## src/sv/sla_pkg.sv

```systemverilog
`default_nettype none

package sla_pkg;

  localparam int BLOCK_WIDTH_DEF  = 128;
  localparam int BLOCK_HEIGHT_DEF = 128;
  localparam int MAX_PAGES_DEF    = 256;

  localparam int REQ_W  = 8;
  localparam int PAGE_W = 8;
  localparam int POS_W  = 7;

  // Data-stage controls for the window maximum unit.
  typedef struct packed {
    logic clr;        // start of a request: reset the best-window search
    logic fwd;        // forward sweep: build block prefix maxima
    logic bwd;        // backward sweep: block suffix maxima and window search
    logic blk_start;  // column opens a block (forward sweep)
    logic blk_end;    // column closes a block (backward sweep)
    logic cand;       // column is a legal start for the window
  } wmax_ctl_t;

endpackage

`default_nettype wire

```

## src/sv/sla_wmax.sv

```systemverilog
`default_nettype none

// Sliding-window maximum over the skyline in two sweeps (block prefix and
// suffix maxima), with a search for the first window of least maximum.
module sla_wmax #(
  parameter int BLOCK_WIDTH  = sla_pkg::BLOCK_WIDTH_DEF,
  parameter int BLOCK_HEIGHT = sla_pkg::BLOCK_HEIGHT_DEF,
  localparam int AW = $clog2(BLOCK_WIDTH),
  localparam int HW = $clog2(BLOCK_HEIGHT + 1)
) (
  input  wire                     clk_i,
  input  wire                     rst_ni,
  input  wire  sla_pkg::wmax_ctl_t ctl_i,
  input  wire  logic [HW-1:0]     sky_i,
  input  wire  logic [AW-1:0]     pos_i,
  input  wire  logic [AW-1:0]     g_raddr_i,
  output logic [HW-1:0]           best_o,
  output logic [AW-1:0]           bx_o,
  output logic                    found_o
);

  localparam logic [HW-1:0] BhH = HW'(BLOCK_HEIGHT);

  logic [HW-1:0] g_mem [BLOCK_WIDTH];
  logic [HW-1:0] g_rd_q;
  logic [HW-1:0] run_q, run_d;
  logic [HW-1:0] best_q, best_d;
  logic [AW-1:0] bx_q, bx_d;
  logic          found_q, found_d;
  logic          restart;
  logic [HW-1:0] win_max;

  always_comb begin
    restart = ctl_i.fwd ? ctl_i.blk_start : ctl_i.blk_end;
    run_d   = (restart || sky_i > run_q) ? sky_i : run_q;
    win_max = (g_rd_q > run_d) ? g_rd_q : run_d;
    best_d  = best_q;
    bx_d    = bx_q;
    found_d = found_q;
    if (ctl_i.clr) begin
      best_d  = BhH;
      found_d = 1'b0;
    end else if (ctl_i.bwd && ctl_i.cand && win_max <= best_q && win_max < BhH) begin
      // descending sweep: ties move the pick toward the lower start
      best_d  = win_max;
      bx_d    = pos_i;
      found_d = 1'b1;
    end
  end

  always_ff @(posedge clk_i) begin
    if (ctl_i.fwd) begin
      g_mem[pos_i] <= run_d;
    end
    g_rd_q <= g_mem[g_raddr_i];
    if (ctl_i.fwd || ctl_i.bwd) begin
      run_q <= run_d;
    end
  end

  always_ff @(posedge clk_i or negedge rst_ni) begin
    if (!rst_ni) begin
      best_q  <= BhH;
      bx_q    <= '0;
      found_q <= 1'b0;
    end else begin
      best_q  <= best_d;
      bx_q    <= bx_d;
      found_q <= found_d;
    end
  end

  assign best_o  = best_q;
  assign bx_o    = bx_q;
  assign found_o = found_q;

`ifndef ASSERT_OFF
  ap_found_below_top: assert property (@(posedge clk_i) disable iff (!rst_ni)
    found_q |-> best_q < BhH)
    else $error("found window reaches page top");

  ap_found_clears_on_start: assert property (@(posedge clk_i) disable iff (!rst_ni)
    $fell(found_q) |-> $past(ctl_i.clr))
    else $error("window search lost its pick mid-request");

  ap_best_monotonic: assert property (@(posedge clk_i) disable iff (!rst_ni)
    found_q && !ctl_i.clr |=> best_q <= $past(best_q))
    else $error("best window maximum grew during search");
`endif

endmodule

`default_nettype wire

```

## src/sv/skyline_lightmap_allocator.sv

```systemverilog
// Channel   Direction  Handshake                Payload
// request   in         in_valid_i / in_stall_o  req_width_i, req_height_i
// result    out        out_valid_o / out_stall_i page_o, pos_x_o, pos_y_o, ok_o,
//                                               opened_page_o
//
// Sequencing: one request at a time. Placement on the open page runs a forward
//   sweep, a backward sweep, a wait to settle the pick, and one skyline write per
//   raised column. Opening a page after a failed scan adds a write of every
//   column; the first request only writes every column, and a rejected request
//   goes straight to the response.
// The pace is set by the single read port and single write port of the
//   skyline memory: every sweep and every column update is one access a cycle.
// Reset: no page is open, so no skyline entry is read before the first
//   request rewrites the whole memory; the memory itself is not cleared.
// Stalls: a new request is taken while an earlier result waits; the result
//   register holds until out_stall_i drops.
`default_nettype none

module skyline_lightmap_allocator #(
  parameter int BLOCK_WIDTH  = sla_pkg::BLOCK_WIDTH_DEF,
  parameter int BLOCK_HEIGHT = sla_pkg::BLOCK_HEIGHT_DEF,
  parameter int MAX_PAGES    = sla_pkg::MAX_PAGES_DEF
) (
  input  wire                               clk_i,
  input  wire                               rst_ni,
  input  wire                               in_valid_i,
  output logic                              in_stall_o,
  input  wire  logic [sla_pkg::REQ_W-1:0]   req_width_i,
  input  wire  logic [sla_pkg::REQ_W-1:0]   req_height_i,
  output logic                              out_valid_o,
  input  wire                               out_stall_i,
  output logic [sla_pkg::PAGE_W-1:0]        page_o,
  output logic [sla_pkg::POS_W-1:0]         pos_x_o,
  output logic [sla_pkg::POS_W-1:0]         pos_y_o,
  output logic                              ok_o,
  output logic                              opened_page_o
);

  localparam int ReqW  = sla_pkg::REQ_W;
  localparam int PageW = sla_pkg::PAGE_W;
  localparam int PosW  = sla_pkg::POS_W;
  localparam int AW    = $clog2(BLOCK_WIDTH);
  localparam int HW    = $clog2(BLOCK_HEIGHT + 1);
  localparam int PW    = (MAX_PAGES > 1) ? $clog2(MAX_PAGES) : 1;
  // wide enough for a column plus a request width, and for BLOCK_WIDTH
  localparam int SW    = ((AW > ReqW) ? AW : ReqW) + 1;
  localparam logic [AW-1:0] LastCol = AW'(BLOCK_WIDTH - 1);

  typedef enum logic [2:0] {
    ST_IDLE,
    ST_FWD,
    ST_BWD,
    ST_EVAL,
    ST_RAISE,
    ST_CLEAR,
    ST_RESP
  } state_e;

  state_e            state_q, state_d;
  logic [ReqW-1:0]   w_q, w_d;
  logic [HW-1:0]     h_q, h_d;
  logic [AW-1:0]     addr_q, addr_d;
  logic [ReqW-1:0]   rcnt_q, rcnt_d;
  logic [ReqW-1:0]   ph_q, ph_d;
  logic [HW-1:0]     top_q, top_d;
  logic              d_vld_q, d_vld_d;
  logic              d_fwd_q, d_fwd_d;
  logic [AW-1:0]     d_addr_q, d_addr_d;
  logic [PW-1:0]     cur_q, cur_d;
  logic              open_q, open_d;

  // pending result, held until the output register is free
  logic [PageW-1:0]  rp_q, rp_d;
  logic [PosW-1:0]   rx_q, rx_d;
  logic [PosW-1:0]   ry_q, ry_d;
  logic              rok_q, rok_d;
  logic              ropen_q, ropen_d;

  logic              out_valid_q, out_valid_d;
  logic [PageW-1:0]  page_q, page_d;
  logic [PosW-1:0]   pos_x_q, pos_x_d;
  logic [PosW-1:0]   pos_y_q, pos_y_d;
  logic              ok_q, ok_d;
  logic              opened_q, opened_d;

  logic [HW-1:0]     sky_mem [BLOCK_WIDTH];
  logic [HW-1:0]     sky_rd_q;
  logic              sky_we, sky_re;
  logic [HW-1:0]     sky_wd;

  sla_pkg::wmax_ctl_t ctl;
  logic [AW-1:0]     g_raddr;
  logic [SW-1:0]     g_sum;
  logic [HW-1:0]     best;
  logic [AW-1:0]     bx;
  logic              found;

  logic [ReqW-1:0]   w_m1;
  logic [PW:0]       next_page;
  logic              req_bad;
  logic              fits;

  sla_wmax #(
    .BLOCK_WIDTH  (BLOCK_WIDTH),
    .BLOCK_HEIGHT (BLOCK_HEIGHT)
  ) u_wmax (
    .clk_i     (clk_i),
    .rst_ni    (rst_ni),
    .ctl_i     (ctl),
    .sky_i     (sky_rd_q),
    .pos_i     (d_addr_q),
    .g_raddr_i (g_raddr),
    .best_o    (best),
    .bx_o      (bx),
    .found_o   (found)
  );

  always_comb begin
    w_m1      = w_q - ReqW'(1);
    // prefix maximum at the far end of the window starting at addr_q
    g_sum     = SW'(addr_q) + SW'(w_q) - SW'(1);
    g_raddr   = (g_sum > SW'(BLOCK_WIDTH - 1)) ? LastCol : AW'(g_sum);
    next_page = open_q ? ((PW + 1)'(cur_q) + (PW + 1)'(1)) : '0;
    req_bad   = (req_width_i == '0) || (req_height_i == '0) ||
                (int'(req_width_i) >= BLOCK_WIDTH) || (int'(req_height_i) > BLOCK_HEIGHT);
    fits      = found && (((HW + 1)'(best) + (HW + 1)'(h_q)) <= (HW + 1)'(BLOCK_HEIGHT));

    ctl           = '0;
    ctl.fwd       = d_vld_q && d_fwd_q;
    ctl.bwd       = d_vld_q && !d_fwd_q;
    ctl.blk_start = (ph_q == '0);
    ctl.blk_end   = (d_addr_q == LastCol) || (ph_q == w_m1);
    ctl.cand      = (SW'(d_addr_q) + SW'(w_q)) < SW'(BLOCK_WIDTH);

    state_d  = state_q;
    w_d      = w_q;
    h_d      = h_q;
    addr_d   = addr_q;
    rcnt_d   = rcnt_q;
    ph_d     = ph_q;
    top_d    = top_q;
    d_vld_d  = 1'b0;
    d_fwd_d  = d_fwd_q;
    d_addr_d = addr_q;
    cur_d    = cur_q;
    open_d   = open_q;
    rp_d     = rp_q;
    rx_d     = rx_q;
    ry_d     = ry_q;
    rok_d    = rok_q;
    ropen_d  = ropen_q;
    sky_we   = 1'b0;
    sky_re   = 1'b0;
    sky_wd   = top_q;

    out_valid_d = out_valid_q && out_stall_i;
    page_d      = page_q;
    pos_x_d     = pos_x_q;
    pos_y_d     = pos_y_q;
    ok_d        = ok_q;
    opened_d    = opened_q;

    // Column phase within its block: count up on the forward sweep, hold at
    // the last column, then count down on the backward sweep.
    if (ctl.fwd) begin
      if (d_addr_q == LastCol) begin
        ph_d = ph_q;
      end else begin
        ph_d = (ph_q == w_m1) ? '0 : ph_q + ReqW'(1);
      end
    end else if (ctl.bwd) begin
      ph_d = (ph_q == '0) ? w_m1 : ph_q - ReqW'(1);
    end

    case (state_q)
      ST_IDLE: begin
        if (in_valid_i) begin
          w_d     = req_width_i;
          h_d     = HW'(req_height_i);
          ph_d    = '0;
          addr_d  = '0;
          ctl.clr = 1'b1;
          if (req_bad) begin
            // drop: no page can take it, state unchanged
            rp_d    = '0;
            rx_d    = '0;
            ry_d    = '0;
            rok_d   = 1'b0;
            ropen_d = 1'b0;
            state_d = ST_RESP;
          end else if (!open_q) begin
            // first request opens page zero
            cur_d   = '0;
            open_d  = 1'b1;
            rp_d    = '0;
            rx_d    = '0;
            ry_d    = '0;
            rok_d   = 1'b1;
            ropen_d = 1'b1;
            state_d = ST_CLEAR;
          end else begin
            state_d = ST_FWD;
          end
        end
      end
      ST_FWD: begin
        sky_re   = 1'b1;
        d_vld_d  = 1'b1;
        d_fwd_d  = 1'b1;
        if (addr_q == LastCol) begin
          state_d = ST_BWD;
        end else begin
          addr_d = addr_q + AW'(1);
        end
      end
      ST_BWD: begin
        sky_re   = 1'b1;
        d_vld_d  = 1'b1;
        d_fwd_d  = 1'b0;
        if (addr_q == '0) begin
          state_d = ST_EVAL;
        end else begin
          addr_d = addr_q - AW'(1);
        end
      end
      ST_EVAL: begin
        // wait for the last column to leave the data stage
        if (!d_vld_q) begin
          if (fits) begin
            rp_d    = PageW'(cur_q);
            rx_d    = PosW'(bx);
            ry_d    = PosW'(best);
            rok_d   = 1'b1;
            ropen_d = 1'b0;
            top_d   = best + h_q;
            addr_d  = bx;
            rcnt_d  = w_q;
            state_d = ST_RAISE;
          end else if (next_page < (PW + 1)'(MAX_PAGES)) begin
            cur_d   = PW'(next_page);
            open_d  = 1'b1;
            rp_d    = PageW'(next_page);
            rx_d    = '0;
            ry_d    = '0;
            rok_d   = 1'b1;
            ropen_d = 1'b1;
            addr_d  = '0;
            state_d = ST_CLEAR;
          end else begin
            rp_d    = '0;
            rx_d    = '0;
            ry_d    = '0;
            rok_d   = 1'b0;
            ropen_d = 1'b0;
            state_d = ST_RESP;
          end
        end
      end
      ST_RAISE: begin
        sky_we = 1'b1;
        sky_wd = top_q;
        addr_d = addr_q + AW'(1);
        rcnt_d = rcnt_q - ReqW'(1);
        if (rcnt_q == ReqW'(1)) begin
          state_d = ST_RESP;
        end
      end
      ST_CLEAR: begin
        // sweep the new page: first w columns at h, the rest at zero
        sky_we = 1'b1;
        sky_wd = (SW'(addr_q) < SW'(w_q)) ? h_q : '0;
        if (addr_q == LastCol) begin
          state_d = ST_RESP;
        end else begin
          addr_d = addr_q + AW'(1);
        end
      end
      ST_RESP: begin
        if (!out_valid_q || !out_stall_i) begin
          out_valid_d = 1'b1;
          page_d      = rp_q;
          pos_x_d     = rx_q;
          pos_y_d     = ry_q;
          ok_d        = rok_q;
          opened_d    = ropen_q;
          state_d     = ST_IDLE;
        end
      end
      default: begin
        state_d = ST_IDLE;
      end
    endcase
  end

  always_ff @(posedge clk_i or negedge rst_ni) begin
    if (!rst_ni) begin
      state_q     <= ST_IDLE;
      d_vld_q     <= 1'b0;
      cur_q       <= '0;
      open_q      <= 1'b0;
      out_valid_q <= 1'b0;
      rcnt_q      <= '0;
      addr_q      <= '0;
    end else begin
      state_q     <= state_d;
      d_vld_q     <= d_vld_d;
      cur_q       <= cur_d;
      open_q      <= open_d;
      out_valid_q <= out_valid_d;
      rcnt_q      <= rcnt_d;
      addr_q      <= addr_d;
    end
  end

  always_ff @(posedge clk_i) begin
    w_q      <= w_d;
    h_q      <= h_d;
    ph_q     <= ph_d;
    top_q    <= top_d;
    d_fwd_q  <= d_fwd_d;
    d_addr_q <= d_addr_d;
    rp_q     <= rp_d;
    rx_q     <= rx_d;
    ry_q     <= ry_d;
    rok_q    <= rok_d;
    ropen_q  <= ropen_d;
    page_q   <= page_d;
    pos_x_q  <= pos_x_d;
    pos_y_q  <= pos_y_d;
    ok_q     <= ok_d;
    opened_q <= opened_d;
  end

  // Skyline store: one write port, one registered read port.
  always_ff @(posedge clk_i) begin
    if (sky_we) begin
      sky_mem[addr_q] <= sky_wd;
    end
    if (sky_re) begin
      sky_rd_q <= sky_mem[addr_q];
    end
  end

  assign in_stall_o    = (state_q != ST_IDLE);
  assign out_valid_o   = out_valid_q;
  assign page_o        = page_q;
  assign pos_x_o       = pos_x_q;
  assign pos_y_o       = pos_y_q;
  assign ok_o          = ok_q;
  assign opened_page_o = opened_q;

`ifndef ASSERT_OFF
  ap_fail_is_zero: assert property (@(posedge clk_i) disable iff (!rst_ni)
    out_valid_o && !ok_o |->
      page_o == '0 && pos_x_o == '0 && pos_y_o == '0 && !opened_page_o)
    else $error("failed transaction carries nonzero fields");

  ap_open_at_origin: assert property (@(posedge clk_i) disable iff (!rst_ni)
    out_valid_o && opened_page_o |-> ok_o && pos_x_o == '0 && pos_y_o == '0)
    else $error("new page placement not at origin");

  ap_page_stays_open: assert property (@(posedge clk_i) disable iff (!rst_ni)
    open_q |=> open_q)
    else $error("open page flag dropped");

  ap_raise_in_page: assert property (@(posedge clk_i) disable iff (!rst_ni)
    state_q == ST_RAISE |-> (SW'(addr_q) + SW'(rcnt_q)) <= SW'(BLOCK_WIDTH))
    else $error("column raise runs past the page edge");
`endif

endmodule

`default_nettype wire

```

## config.mk

```make
export PLATFORM = sky130hd
export DESIGN_NAME = skyline_lightmap_allocator
export DESIGN_NICKNAME = d
export VERILOG_FILES = /design/src/sv/sla_pkg.sv /design/src/sv/sla_wmax.sv /design/src/sv/skyline_lightmap_allocator.sv
export SDC_FILE = /design/constraint.sdc
export NUM_CORES = 2
export LEC_CHECK = 0
export ABC_AREA = 1
export BUFFER_PORTS_ARGS = -buffer_cell sky130_fd_sc_hd__buf_4
export CAP_MARGIN = 20
export CORE_ASPECT_RATIO = 0.5
export CORE_UTILIZATION = 32
export CTS_CLUSTER_DIAMETER = 200
export DETAILED_ROUTE_END_ITERATION = 10
export GPL_TIMING_DRIVEN = 0
export PLACE_DENSITY = 0.51
export SYNTH_ARGS = -nofsm -noshare
export SYNTH_HDL_FRONTEND = slang
export SYNTH_SLANG_ARGS = --single-unit
```

## constraint.sdc

```tcl
create_clock -name clk_i -period 17.72 [get_ports clk_i]
set_clock_uncertainty 0.1 [all_clocks]
set_input_delay 3.544 -clock clk_i [delete_from_list [all_inputs] [get_ports clk_i]]
set_output_delay 3.544 -clock clk_i [all_outputs]
set_load 0.02 [all_outputs]
```

==> impl_metrics.json <==
{
  "yosysMostFrequentCell": "edfxtp_1",
  "numCtsBuffers": 209,
  "design.die.area_um2": 281000,
  "cp.required_ns": 18.45,
  "hold_violations": 0,
  "synth_enable_flop_cells": 2137,
  "gp_congestion": 1.00,
  "netlist_area_um2": 89100,
  "ios": 46,
  "root_buffer": "clkbuf_16",
  "syn2layout_area_growth_pct": 15.6,
  "ys_async_sr_fraction_pct": 2.04,
  "synth.largest_area_cell": "edfxtp_1",
  "path_class": "reg2reg",
  "cts_buffer_depth": 4,
  "cp_common_cell": "nand2_4",
  "syn_area_per_cell_um2": 12.8,
  "wl_per_cell_um": 30.3,
  "max_freq_mhz": 139,
  "grt-ovfl-total": 0,
  "min_path_type": "reg2reg",
  "min_from": "addr_q[6]",
  "post_dp_cell_area_um2": 96300,
  "yosys-top-cells-count": "edfxtp_1, nand2_1, nand3_1",
  "first_pass_iters": 6,
  "drtAntennaViolNets": 0,
  "clkSinkCount": 2205,
  "status": "finished clean",
  "die_y_um": 375,
  "core_area_um2": 276000,
  "tightest_slew_ns": 1.30,
  "hold_end": "d_addr_q[6]",
  "r2r_start": "w_q[0]",
  "whs_path_depth": 0,
  "drtIter0Drc": 8613,
  "insertion_delay_ns": 0.93,
  "relSlewSlack_pct": 13.1,
  "synth_top_area_share_pct": 72.0,
  "fin_hold_ws_ns": 0.277,
  "synthTopCellsByArea": "edfxtp_1, nand2_1, nand3_1, nor2_1, o21ai_0",
  "r2r_slack_ns": 10.52,
  "grt_max_degree": 107,
  "path_clk_slew_ns": 0.07,
  "fin_area_um2": 103000,
  "worstRegToRegCells": 38,
  "ys_warn_count": 0,
  "synth.distinct_cells": 63,
  "ctsHoldBuffers": 0,
  "finalMaxSlewViolations": 0,
  "drive_above_1_share_pct": 8.92,
  "cts_setup_buffers": 0,
  "ys_seq_area_share_pct": 73.8,
  "fp.dieW_um": 748,
  "total_power_mw": 21.4,
  "yosys_register_bits": 2205,
  "final_nets": 7435,
  "critPathSlowestCell": "edfxtp_1",
  "dpl.hpwl_mm": 237,
  "crit_path_start": "w_q[0]",
  "io_buffers": 45,
  "end_kind": "register",
  "cp-start-kind": "register",
  "crit_fanout": 30,
  "maxCapViolCount": 0,
  "viasPerCell": 5.46,
  "grt_usage_pct": 23.5,
  "worstPathArrival_ns": 7.93,
  "ys.flop_type": "edfxtp_1",
  "grt_pass1_vias": 56300,
  "utilization_pct": 37.4,
  "post_cts_resized": 0,
  "fin_crit_ns": 7.20,
  "period_share_pct": 40.6,
  "critPathMaxStageDelay_ns": 0.50,
  "drc": 0,
  "initial_core_util_pct": 32.3,
  "grt_pass1_wl_mm": 461,
  "leakage_nw": 35.4,
  "wl_mm": 341,
  "htreeDepth": 4,
  "rows": 136,
  "synth_nets": 7055,
  "vias": 61400,
  "antenna_found_initial": 21,
  "cts_tree": "yes",
  "setup_viol": 0,
  "reg2reg_to": "u_wmax.best_o[5]",
  "syn_inst": 6962,
  "rsz0062_at_grt": "false",
  "power_density_nw_per_um2": 208,
  "ir_drop_v": 0.000310
}
==> per-stage QoR <==
stage / setup TNS [ns] / std cells / setup WS (ns)
finish: 0 / 11200 / 10.52
global route: 0 / 11200 / 9.79
CTS: 0 / 11200 / 10.13
detailed placement: 0 / 10800 / 10.14
global placement: -196.76 / 10700 / -3.00
floorplan: 0 / 6962 / 6.87
==> final cells by class <==
type / instances / area [µm²]
Clock inverter: 128 / 1180
Clock buffer: 243 / 5440
Fill cell: 26500 / 173000
Timing Repair Buffer: 169 / 2370
Buffer: 373 / 1570
Sequential cell: 2205 / 65800
Inverter: 551 / 2080
Antenna cell: 11 / 27.5
Multi-Input combinational cell: 3833 / 20000
Tap cell: 3726 / 4660
==> power breakdown <==
part / total [mW] / switching (mW) / internal, mW / leakage (nW)
combinational: 9.68 / 7.48 / 2.20 / 12.1
clock: 4.56 / 2.06 / 2.50 / 3.24
sequential: 7.17 / 0.124 / 7.05 / 20.0
==> metal layers <==
metal	routed length (µm)	global-route usage, %
met5	81	0
met4	15800	9.50
met3	36200	5.36
met2	151000	36.3
met1	138000	32.1
==> cells in the final DEF, fill, tap and decap left out, types with 70 or more instances in the layout <==
master,count
a21oi_1,146
a221oi_1,136
a22o_1,88
a22oi_1,140
buf_2,95
clkbuf_1,225
clkbuf_16,212
edfxtp_1,2137
ha_1,70
inv_1,533
nand2_1,1223
nand3_1,567
nand4_1,139
nor2_1,554
o211ai_1,171
o21ai_0,405
==> kinds of logic (layout without fill, tap and decap cells) <==
kind of cell,after synthesis,count (layout),synth area share [%]
AND/OR/NAND/NOR,2562,2562,12.3
AO/OA/AOI/OAI,1179,1179,8.67
adder cells (fa/ha/maj),73,73,1.05
multiplexers,1,1,0.0126
other,0,11,0
flip-flops,2205,2205,73.8
XOR/XNOR,18,18,0.185
buffers and inverters,924,1464,4.03
==> worst max-delay path by stage <==
stage                       end
2_1_floorplan  u_wmax.best_o[2]
3_3_place_gp   u_wmax.best_o[1]
3_5_place_dp   u_wmax.best_o[0]
4_1_cts        u_wmax.best_o[0]
5_1_grt        u_wmax.best_o[4]
6_report       u_wmax.best_o[5]
==> registers in the layout, indices dropped and copies added (netlist names), 3 cells and up <==
signal,count
d_addr_q,7
ry_q,7
top_q,8
u_wmax.bx_o,7
sky_rd_q,8
page_o,8
rp_q,8
rx_q,7
pos_x_o,7
pos_y_o,7
w_q,8
u_wmax.best_o,8
sky_mem,1024
h_q,8
rcnt_q,8
u_wmax.g_rd_q,8
addr_q,7
cur_q,8
ph_q,8
u_wmax.g_mem,1024
state_q,3
u_wmax.run_q,8
==> worst max-delay path, delay by kind of cell, from the launching register on <==
family                   cells  cell delay, ns
AO/OA/AOI/OAI                5            1.28
adder cells (fa/ha/maj)      3            0.89
buffers and inverters        7            1.47
flip-flops                   1            0.50
AND/OR/NAND/NOR             23            2.85
No activity file was read; power rests on OpenSTA's default activity.
